[src/hw/rtl/tsb_pkg.sv]
package tsb_pkg;

    localparam int BANK_BYTES_DEF = 64;
    localparam int NUM_COPIES     = 3;

    // copy lanes, numbered as the write target select codes
    localparam int LANE_LIVE = 0;
    localparam int LANE_B    = 1;
    localparam int LANE_C    = 2;

    localparam logic [1:0] SEL_LIVE = 2'd0;
    localparam logic [1:0] SEL_B    = 2'd1;
    localparam logic [1:0] SEL_C    = 2'd2;

    localparam int         CNT_W     = 7;
    localparam logic [6:0] COUNT_MAX = 7'd127;

    typedef enum logic [1:0] {
        OP_WRITE  = 2'd0,
        OP_READ   = 2'd1,
        OP_SCRUB  = 2'd2,
        OP_COMMIT = 2'd3
    } t_opcode;

    typedef enum logic [2:0] {
        ST_CLEAR,
        ST_IDLE,
        ST_READ,
        ST_WALK,
        ST_DONE
    } t_state;

    typedef logic [NUM_COPIES-1:0][7:0] t_triple;

    typedef struct packed {
        logic [NUM_COPIES-1:0] wen;
        logic                  ren;
        t_triple               wdata;
    } t_mem_req;

    typedef struct packed {
        t_triple fixed;
        logic    repair;
        logic    triple;
    } t_vote;

endpackage

[src/hw/rtl/tsb_bank.sv]
module tsb_bank #(
    parameter int BankBytes = tsb_pkg::BANK_BYTES_DEF,
    parameter int AddrW     = $clog2(BankBytes)
) (
    input  logic                 i_clk,
    input  tsb_pkg::t_mem_req    i_req,
    input  logic [AddrW-1:0]     i_waddr,
    input  logic [AddrW-1:0]     i_raddr,
    output tsb_pkg::t_triple     o_rdata
);
    import tsb_pkg::*;

    // all three copies of a byte share one word, one lane per copy
    t_triple r_mem [BankBytes];
    t_triple r_rdata;

    always_ff @(posedge i_clk) begin
        for (int l = 0; l < NUM_COPIES; l++) begin
            if (i_req.wen[l]) begin
                r_mem[i_waddr][l] <= i_req.wdata[l];
            end
        end
    end

    always_ff @(posedge i_clk) begin
        if (i_req.ren) begin
            r_rdata <= r_mem[i_raddr];
        end
    end

    assign o_rdata = r_rdata;

endmodule

[src/hw/rtl/tsb_vote.sv]
module tsb_vote (
    input  tsb_pkg::t_triple i_word,
    output tsb_pkg::t_vote   o_vote
);
    import tsb_pkg::*;

    logic [7:0] a, b, c;

    assign a = i_word[LANE_LIVE];
    assign b = i_word[LANE_B];
    assign c = i_word[LANE_C];

    always_comb begin
        o_vote.fixed  = i_word;
        o_vote.repair = 1'b0;
        o_vote.triple = 1'b0;
        if (a == b && b == c) begin
            o_vote.fixed = i_word;
        end else if (a == b) begin
            o_vote.fixed[LANE_C] = a;
            o_vote.repair        = 1'b1;
        end else if (a == c) begin
            o_vote.fixed[LANE_B] = a;
            o_vote.repair        = 1'b1;
        end else if (b == c) begin
            o_vote.fixed[LANE_LIVE] = b;
            o_vote.repair           = 1'b1;
        end else begin
            // no majority: shadow b wins
            o_vote.fixed[LANE_LIVE] = b;
            o_vote.fixed[LANE_C]    = b;
            o_vote.triple           = 1'b1;
        end
    end

endmodule

[src/hw/rtl/tsb_seq.sv]
module tsb_seq #(
    parameter int BankBytes = tsb_pkg::BANK_BYTES_DEF,
    parameter int AddrW     = $clog2(BankBytes)
) (
    input  logic                 i_clk,
    input  logic                 i_rst_n,
    input  logic                 i_cfg_valid,
    output logic                 o_cfg_ready,
    input  logic [6:0]           i_cfg_used_bytes,
    input  logic                 i_in_valid,
    output logic                 o_in_ready,
    input  logic [1:0]           i_opcode,
    input  logic [1:0]           i_copy_select,
    input  logic [5:0]           i_byte_index,
    input  logic [7:0]           i_write_data,
    output logic                 o_out_valid,
    input  logic                 i_out_ready,
    output logic [7:0]           o_read_data,
    output logic [6:0]           o_repairs,
    output logic [6:0]           o_triple_faults,
    output tsb_pkg::t_mem_req    o_mem_req,
    output logic [AddrW-1:0]     o_mem_waddr,
    output logic [AddrW-1:0]     o_mem_raddr,
    input  tsb_pkg::t_triple     i_mem_rdata,
    input  tsb_pkg::t_vote       i_vote
);
    import tsb_pkg::*;

    localparam logic [AddrW-1:0] LAST_ADDR = AddrW'(BankBytes - 1);

    t_state           r_state, n_state;
    t_opcode          r_op, n_op;
    logic [AddrW-1:0] r_addr, n_addr;
    logic [AddrW-1:0] r_paddr, n_paddr;
    logic [6:0]       r_left, n_left;
    logic             r_pv, n_pv;
    logic             r_rd_ok, n_rd_ok;
    logic [7:0]       r_rd, n_rd;
    logic [6:0]       r_rep, n_rep;
    logic [6:0]       r_tri, n_tri;
    logic [6:0]       r_used, n_used;
    logic             r_out_valid, n_out_valid;
    logic [7:0]       r_out_rd, n_out_rd;
    logic [6:0]       r_out_rep, n_out_rep;
    logic [6:0]       r_out_tri, n_out_tri;

    logic             in_fire;
    logic             out_load;
    logic             in_range;
    logic [6:0]       span;
    logic [AddrW-1:0] idx_addr;

    function automatic logic [6:0] bump(input logic [6:0] v);
        return (v != COUNT_MAX) ? v + 7'd1 : COUNT_MAX;
    endfunction

    assign o_cfg_ready = 1'b1;
    assign in_fire     = i_in_valid && o_in_ready;
    assign out_load    = (r_state == ST_DONE) && (!r_out_valid || i_out_ready);
    assign in_range    = (int'(i_byte_index) < BankBytes);
    assign span        = (int'(r_used) > BankBytes) ? 7'(BankBytes) : r_used;
    assign idx_addr    = AddrW'(i_byte_index);

    // next state
    always_comb begin
        n_state = r_state;
        case (r_state)
            ST_CLEAR: begin
                if (r_addr == LAST_ADDR) n_state = ST_IDLE;
            end
            ST_IDLE: begin
                if (in_fire) begin
                    case (t_opcode'(i_opcode))
                        OP_WRITE: n_state = ST_DONE;
                        OP_READ:  n_state = ST_READ;
                        default:  n_state = ST_WALK;
                    endcase
                end
            end
            ST_READ: n_state = ST_DONE;
            ST_WALK: begin
                if (r_left == 7'd0 && !r_pv) n_state = ST_DONE;
            end
            ST_DONE: begin
                if (out_load) n_state = ST_IDLE;
            end
            default: n_state = ST_IDLE;
        endcase
    end

    // memory requests and handshake outputs
    always_comb begin
        o_in_ready        = (r_state == ST_IDLE);
        o_mem_req.wen     = '0;
        o_mem_req.ren     = 1'b0;
        o_mem_req.wdata   = '0;
        o_mem_waddr       = r_addr;
        o_mem_raddr       = r_addr;
        case (r_state)
            ST_CLEAR: begin
                o_mem_req.wen = '1;
            end
            ST_IDLE: begin
                if (in_fire && in_range) begin
                    o_mem_waddr = idx_addr;
                    o_mem_raddr = idx_addr;
                    o_mem_req.wdata = {NUM_COPIES{i_write_data}};
                    case (t_opcode'(i_opcode))
                        OP_WRITE: begin
                            case (i_copy_select)
                                SEL_LIVE: o_mem_req.wen[LANE_LIVE] = 1'b1;
                                SEL_B:    o_mem_req.wen[LANE_B]    = 1'b1;
                                SEL_C:    o_mem_req.wen[LANE_C]    = 1'b1;
                                default:  o_mem_req.wen            = '0;
                            endcase
                        end
                        OP_READ: o_mem_req.ren = 1'b1;
                        default: o_mem_req.ren = 1'b0;
                    endcase
                end
            end
            ST_WALK: begin
                o_mem_req.ren = (r_left != 7'd0);
                if (r_pv) begin
                    o_mem_waddr   = r_paddr;
                    o_mem_req.wen = '1;
                    o_mem_req.wdata = (r_op == OP_SCRUB) ? i_vote.fixed :
                                      {NUM_COPIES{i_mem_rdata[LANE_LIVE]}};
                end
            end
            default: o_mem_req.ren = 1'b0;
        endcase
    end

    // datapath
    always_comb begin
        n_op        = r_op;
        n_addr      = r_addr;
        n_paddr     = r_paddr;
        n_left      = r_left;
        n_pv        = 1'b0;
        n_rd_ok     = r_rd_ok;
        n_rd        = r_rd;
        n_rep       = r_rep;
        n_tri       = r_tri;
        n_used      = (i_cfg_valid && o_cfg_ready) ? i_cfg_used_bytes : r_used;
        n_out_valid = (r_out_valid && i_out_ready) ? 1'b0 : r_out_valid;
        n_out_rd    = r_out_rd;
        n_out_rep   = r_out_rep;
        n_out_tri   = r_out_tri;
        case (r_state)
            ST_CLEAR: n_addr = r_addr + AddrW'(1);
            ST_IDLE: begin
                if (in_fire) begin
                    n_op    = t_opcode'(i_opcode);
                    n_rd_ok = in_range;
                    n_rd    = '0;
                    n_rep   = '0;
                    n_tri   = '0;
                    n_addr  = '0;
                    n_left  = span;
                end
            end
            ST_READ: n_rd = r_rd_ok ? i_mem_rdata[LANE_LIVE] : 8'd0;
            ST_WALK: begin
                n_pv = (r_left != 7'd0);
                if (r_left != 7'd0) begin
                    n_paddr = r_addr;
                    n_addr  = r_addr + AddrW'(1);
                    n_left  = r_left - 7'd1;
                end
                if (r_pv && r_op == OP_SCRUB) begin
                    if (i_vote.repair) n_rep = bump(r_rep);
                    if (i_vote.triple) n_tri = bump(r_tri);
                end
            end
            ST_DONE: begin
                if (out_load) begin
                    n_out_valid = 1'b1;
                    n_out_rd    = r_rd;
                    n_out_rep   = r_rep;
                    n_out_tri   = r_tri;
                end
            end
            default: n_pv = 1'b0;
        endcase
    end

    always_ff @(posedge i_clk) begin
        if (!i_rst_n) begin
            r_state     <= ST_CLEAR;
            r_addr      <= '0;
            r_left      <= '0;
            r_pv        <= 1'b0;
            r_used      <= '0;
            r_out_valid <= 1'b0;
        end else begin
            r_state     <= n_state;
            r_addr      <= n_addr;
            r_left      <= n_left;
            r_pv        <= n_pv;
            r_used      <= n_used;
            r_out_valid <= n_out_valid;
        end
    end

    always_ff @(posedge i_clk) begin
        r_op      <= n_op;
        r_paddr   <= n_paddr;
        r_rd_ok   <= n_rd_ok;
        r_rd      <= n_rd;
        r_rep     <= n_rep;
        r_tri     <= n_tri;
        r_out_rd  <= n_out_rd;
        r_out_rep <= n_out_rep;
        r_out_tri <= n_out_tri;
    end

    assign o_out_valid     = r_out_valid;
    assign o_read_data     = r_out_rd;
    assign o_repairs       = r_out_rep;
    assign o_triple_faults = r_out_tri;

endmodule

[src/hw/rtl/tmr_byte_scrubber.sv]
// triple-redundant byte store with scrubbing. every byte lives three times (live, shadow b,
// shadow c) in one word of a single bank with one write port and one registered read port.
// a write goes straight to the result stage, while a read first waits on the registered
// read port; scrub and commit stream through the first min(used_bytes, BANK_BYTES) bytes
// at one byte per cycle (read, vote or copy, write back on the following cycle), and an empty
// region walks no bytes. after reset the bank is cleared to zero, one word per cycle; no
// input word is taken during that pass, though the region register can be written.
// each input word yields exactly one result word; a finished result sits in an output register
// until taken, and the next input word is taken once the current result has moved there.
// writes to shadow b or c are allowed for fault injection; out-of-range indices and copy
// select 3 are ignored, reads there return zero, and both counters saturate at 127
module tmr_byte_scrubber #(
    parameter int BANK_BYTES = tsb_pkg::BANK_BYTES_DEF
) (
    input  logic       i_clk,
    input  logic       i_rst_n,
    input  logic       i_cfg_valid,
    output logic       o_cfg_ready,
    input  logic [6:0] i_cfg_used_bytes,
    input  logic       i_in_valid,
    output logic       o_in_ready,
    input  logic [1:0] i_opcode,
    input  logic [1:0] i_copy_select,
    input  logic [5:0] i_byte_index,
    input  logic [7:0] i_write_data,
    output logic       o_out_valid,
    input  logic       i_out_ready,
    output logic [7:0] o_read_data,
    output logic [6:0] o_repairs,
    output logic [6:0] o_triple_faults
);
    import tsb_pkg::*;

    localparam int ADDR_W = $clog2(BANK_BYTES);

    t_mem_req          mem_req;
    logic [ADDR_W-1:0] mem_waddr;
    logic [ADDR_W-1:0] mem_raddr;
    t_triple           mem_rdata;
    t_vote             vote;

    // sequencer: handshakes, region register, walk counters, result register
    tsb_seq #(
        .BankBytes (BANK_BYTES),
        .AddrW     (ADDR_W)
    ) u_seq (
        .i_clk            (i_clk),
        .i_rst_n          (i_rst_n),
        .i_cfg_valid      (i_cfg_valid),
        .o_cfg_ready      (o_cfg_ready),
        .i_cfg_used_bytes (i_cfg_used_bytes),
        .i_in_valid       (i_in_valid),
        .o_in_ready       (o_in_ready),
        .i_opcode         (i_opcode),
        .i_copy_select    (i_copy_select),
        .i_byte_index     (i_byte_index),
        .i_write_data     (i_write_data),
        .o_out_valid      (o_out_valid),
        .i_out_ready      (i_out_ready),
        .o_read_data      (o_read_data),
        .o_repairs        (o_repairs),
        .o_triple_faults  (o_triple_faults),
        .o_mem_req        (mem_req),
        .o_mem_waddr      (mem_waddr),
        .o_mem_raddr      (mem_raddr),
        .i_mem_rdata      (mem_rdata),
        .i_vote           (vote)
    );

    // the three copies, one lane each
    tsb_bank #(
        .BankBytes (BANK_BYTES),
        .AddrW     (ADDR_W)
    ) u_bank (
        .i_clk   (i_clk),
        .i_req   (mem_req),
        .i_waddr (mem_waddr),
        .i_raddr (mem_raddr),
        .o_rdata (mem_rdata)
    );

    // two-of-three vote on the word just read
    tsb_vote u_vote (
        .i_word (mem_rdata),
        .o_vote (vote)
    );

    // streaming read-back never hits the word being written back
    a_no_rw_clash: assert property (@(posedge i_clk) disable iff (!i_rst_n)
        (mem_req.ren && (mem_req.wen != '0)) |-> (mem_raddr != mem_waddr))
        else $error("read and write of the same bank word in one cycle");

    // block is busy right after taking a word
    a_busy_after_accept: assert property (@(posedge i_clk) disable iff (!i_rst_n)
        (i_in_valid && o_in_ready) |=> !o_in_ready)
        else $error("input taken twice without finishing");

    // a read result never carries scrub counts
    a_read_no_counts: assert property (@(posedge i_clk) disable iff (!i_rst_n)
        (o_out_valid && o_read_data != 8'd0) |-> (o_repairs == 7'd0 && o_triple_faults == 7'd0))
        else $error("read data and scrub counts in one result");

endmodule

[config.mk]
export PLATFORM = sky130hd
export DESIGN_NAME = tmr_byte_scrubber
export DESIGN_NICKNAME = d
export VERILOG_FILES = /design/src/hw/rtl/tsb_pkg.sv /design/src/hw/rtl/tsb_bank.sv /design/src/hw/rtl/tsb_vote.sv /design/src/hw/rtl/tsb_seq.sv /design/src/hw/rtl/tmr_byte_scrubber.sv
export SDC_FILE = /design/constraint.sdc
export NUM_CORES = 2
export LEC_CHECK = 0
export ABC_AREA = 1
export ABC_CLOCK_PERIOD_IN_PS = 4350
export BUFFER_PORTS_ARGS = -buffer_cell sky130_fd_sc_hd__buf_2
export CORE_ASPECT_RATIO = 1.1
export CORE_MARGIN = 1
export CORE_UTILIZATION = 45
export DETAILED_ROUTE_END_ITERATION = 8
export GPL_TIMING_DRIVEN = 0
export SETUP_SLACK_MARGIN = 0.1
export SLEW_MARGIN = 20
export SYNTH_ARGS = -nofsm -noshare
export SYNTH_HDL_FRONTEND = slang
export SYNTH_HIERARCHICAL = 1
export SYNTH_SLANG_ARGS = --single-unit
[constraint.sdc]
create_clock -name i_clk -period 4.35 [get_ports i_clk]
set_clock_uncertainty 0.15 [all_clocks]
set_input_delay 0.6525 -clock i_clk [delete_from_list [all_inputs] [get_ports i_clk]]
set_output_delay 0.6525 -clock i_clk [all_outputs]
set_load 0.005 [all_outputs]
==> metrics <==
critical path type register to register; switching power of the nets 21.39 mW; Port Buffers 53; count of pins over their slew limit 0; final hold violations 0; CTS Buffer Depth 3; cell area after synthesis 68,440 µm²; Int Power 30.82 mW; Inserted Clock Buffers 168; Peak Freq 236.1 MHz; Die Span Y 411.0 µm; DRC violations left 0; leading area contributor after synthesis edfxtp_1; Synth cell types 41; Sequential Power Share 35.6%; Avg Inst Size Synth 11.27 µm²; initial cell density of the core 45.49%; row count 149; Post-Syn Instances 6,074; status finished, final reports clean; Final Cycle Share 97.35%; Pwr Total 52.21 mW; utilization after layout 52.42%; placed insts 8,157; GRT Overall Usage 30.89%; CP required 4.74 ns; Clock Sinks 1,637; final setup violation count 0; measured slew at the worst slew-check pin 1.360 ns; Crit path arrival time 4.62 ns; CTS tree done; hold_ws 0.1088 ns; cell leakage power 29.20 nW; first-pass GRT wire length 332,700 µm; layout cells sized above 1 13.41%; Die X 373.8 µm; Combinational Power Share 37.7%; CP endpoint kind register; register area 48,910 µm²; Post-synth EDFFs 1,612; vias in the first global route 45.80k; area of the multi-input gates 18,150 µm²; Yosys top cell area share 70.73%; drt wl/cell 28.23 µm; CP Launch Type register; drt initial violations 6,378; Placeable Area 150,400 µm²; power density cells 662.1 nW/µm²; Rel. slew slack 9.347%; CTS Root Cell clkbuf_16; Finished Layout Cells 8,504; main area contributors after synthesis edfxtp_1, nand2_1, nand3_1; routability cong. 1.040; maxcap violations 0; Nets 6,438; P&R area growth vs syn 15.23%; pin count of the biggest net entering global routing 53; HP Class input port to register; Peak VDD IR 0.0003774 V; die area 153,700 µm²; Layout fillers 12.86k; drt total wl 240,000 µm; worst path bufs/invs 6; initial antenna violation count 5; Synth Flop Type edfxtp_1; DRT Pass-1 Iters 6; CP dominant cell by count inv_2; register area share after synthesis 71.46%; clock slew at reported path FFs 0.06 ns; fin crit period 4.235 ns; Sw Ratio 40.96%; H-tree depth 4; Congestion Overflow GR 0; worst-path cell chain inv_2 -> nand2_2 -> nor2_4 -> nand2_4 -> buf_6 -> nand2_1 -> o221ai_4 -> inv_2 -> nor3_4 -> inv_2 -> clkbuf_4 -> nor3_4 -> buf_4; DP Wirelength 172,600 µm; critical path's top delay family buffers and inverters; RSZ-0062 raised after global routing yes; num ports 55; clock latency on the worst-skew pair 0.84 ns; via count 49.53k; Syn Nets 6,109; Clock power frac 26.7%; DR vias/cell 5.824; ys async rst share 0%; Seq cells post-synth 1,637; crit-path max cell delay 0.52 ns; Final ANT Viol Nets 0; Max FO, Critical Path 10; CP max stage cell nor3_4; YS warnings 6
[power by group through the flow]
stage / Clock (mW) / Combinational [mW] / Sequential [mW]
2_1_floorplan: 0 / 10.1 / 18.9
6_report: 13.9 / 19.7 / 18.6
5_1_grt: 14.6 / 20.6 / 18.6
4_1_cts: 14.1 / 18.9 / 18.6
3_5_place_dp: 0 / 18.6 / 18.9
3_3_place_gp: 0 / 18.1 / 19.0
[cells in the mapped netlist (2+ instances only)]
master,instances
nand3_1,1325
clkbuf_4,2
inv_2,28
nor2_2,2
buf_1,28
buf_2,156
o21ai_0,24
xnor2_1,17
nand3b_1,2
o21ai_2,7
buf_6,11
edfxtp_1,1612
nor2_4,4
dfxtp_1,25
nor3b_1,2
nor3_1,61
clkbuf_1,92
ha_1,5
a22oi_1,4
inv_1,72
a21oi_1,18
clkinv_1,4
nand2_1,2207
o21ai_1,29
buf_4,83
xor2_1,4
a31oi_1,5
nor2_1,204
nand4_1,5
nor3_2,17
or2_2,3
nand2_2,7
[registers in the layout, summed over array words and instances (netlist names), 2 cells and up]
name,cells
u_seq/r_rep,7
u_seq/o_read_data,8
u_seq/r_left,7
u_seq/r_rd,8
u_seq/r_used,7
u_seq/r_tri,7
u_seq/r_op,2
u_bank/r_mem,1536
u_seq/o_repairs,7
u_seq/r_paddr,6
u_seq/o_triple_faults,7
u_seq/r_addr,6
u_seq/r_state,3
u_bank/o_rdata,24
[worst register-to-register path: cells and delay by family, from the launching register on]
family / cells / cell delay [ns]
AO/OA/AOI/OAI: 1 / 0.49
buffers and inverters: 6 / 1.49
flip-flops: 1 / 0.45
AND/OR/NAND/NOR: 6 / 1.36
[final timing paths]
kind	start	end	slack (ns)	cells after the start
max	u_seq/r_state[2]	u_bank/r_mem[13][0]	0.12	13
min	i_cfg_valid	u_seq/r_used[6]	0.11	3
max reg2reg	u_seq/r_state[2]	u_bank/r_mem[13][0]	0.12	13
min reg2reg	u_seq/r_rd[3]	u_seq/o_read_data[3]	0.27	0
[layout by cell type, fill, tap and decap left out, types with 26 or more instances in the layout]
cell	netlist	routed
nand2_1	2207	2183
edfxtp_1	1612	1612
nand3_1	1325	1322
buf_2	156	208
clkbuf_16	0	170
nor2_1	204	142
buf_4	83	128
clkbuf_1	92	108
inv_1	72	72
nor2_2	2	64
clkinv_1	4	44
nor3_4	0	42
nor3_2	17	35
buf_12	0	33
inv_2	28	28
o21ai_1	29	26
[cells by family (layout without fill, tap and decap cells)]
| kind of cell | Yosys count | after routing | share of synthesized area (%) |
|---|---|---|---|
| compound gates | 92 | 92 | 0.7624 |
| xor+xnor | 21 | 21 | 0.2687 |
| fa+ha+maj | 5 | 5 | 0.09141 |
| buf+inv | 476 | 941 | 3.483 |
| flops | 1637 | 1637 | 71.46 |
| other cells | 1 | 3 | 0.005479 |
| simple gates | 3842 | 3842 | 23.93 |
[repair_timing]
action	CTS	global route
hold endpoints to repair	16	0
buffers inserted	10	11
hold buffers	18	0
endpoints found under the setup margin	1316	1026
resized for setup	77	71
pin swaps	11	9
[stage by stage]
step	area [µm²]	setup TNS (ns)	setup slack [ns]
global route	78850	0	0.04952
global placement	71160	-1287.60	-1.453
CTS	78450	-0.4456	-0.07277
floorplan	68440	0	1.003
finish	78860	0	0.1153
detailed placement	72560	-402.65	-1.184
[layer usage]
layer	GRT usage [%]	wire [µm]	vias to the layer above
li1	-	-	21845
met1	41.31	93050	24331
met2	47.89	108000	2865
met3	6.607	25870	483
met4	15.38	13060	4
met5	0	31	-
[area by class of cell]
type,instances,area share (%)
clock buffers,206,5.566
multi-input cells,3961,23.01
repair buffers,159,2.055
inverters,104,0.5014
diodes,2,0.006346
plain buffers,372,2.621
clock inverters,100,1.104
flip-flops and latches,1637,62.02
well taps,1963,3.115
(Power assumes the default switching activity.)
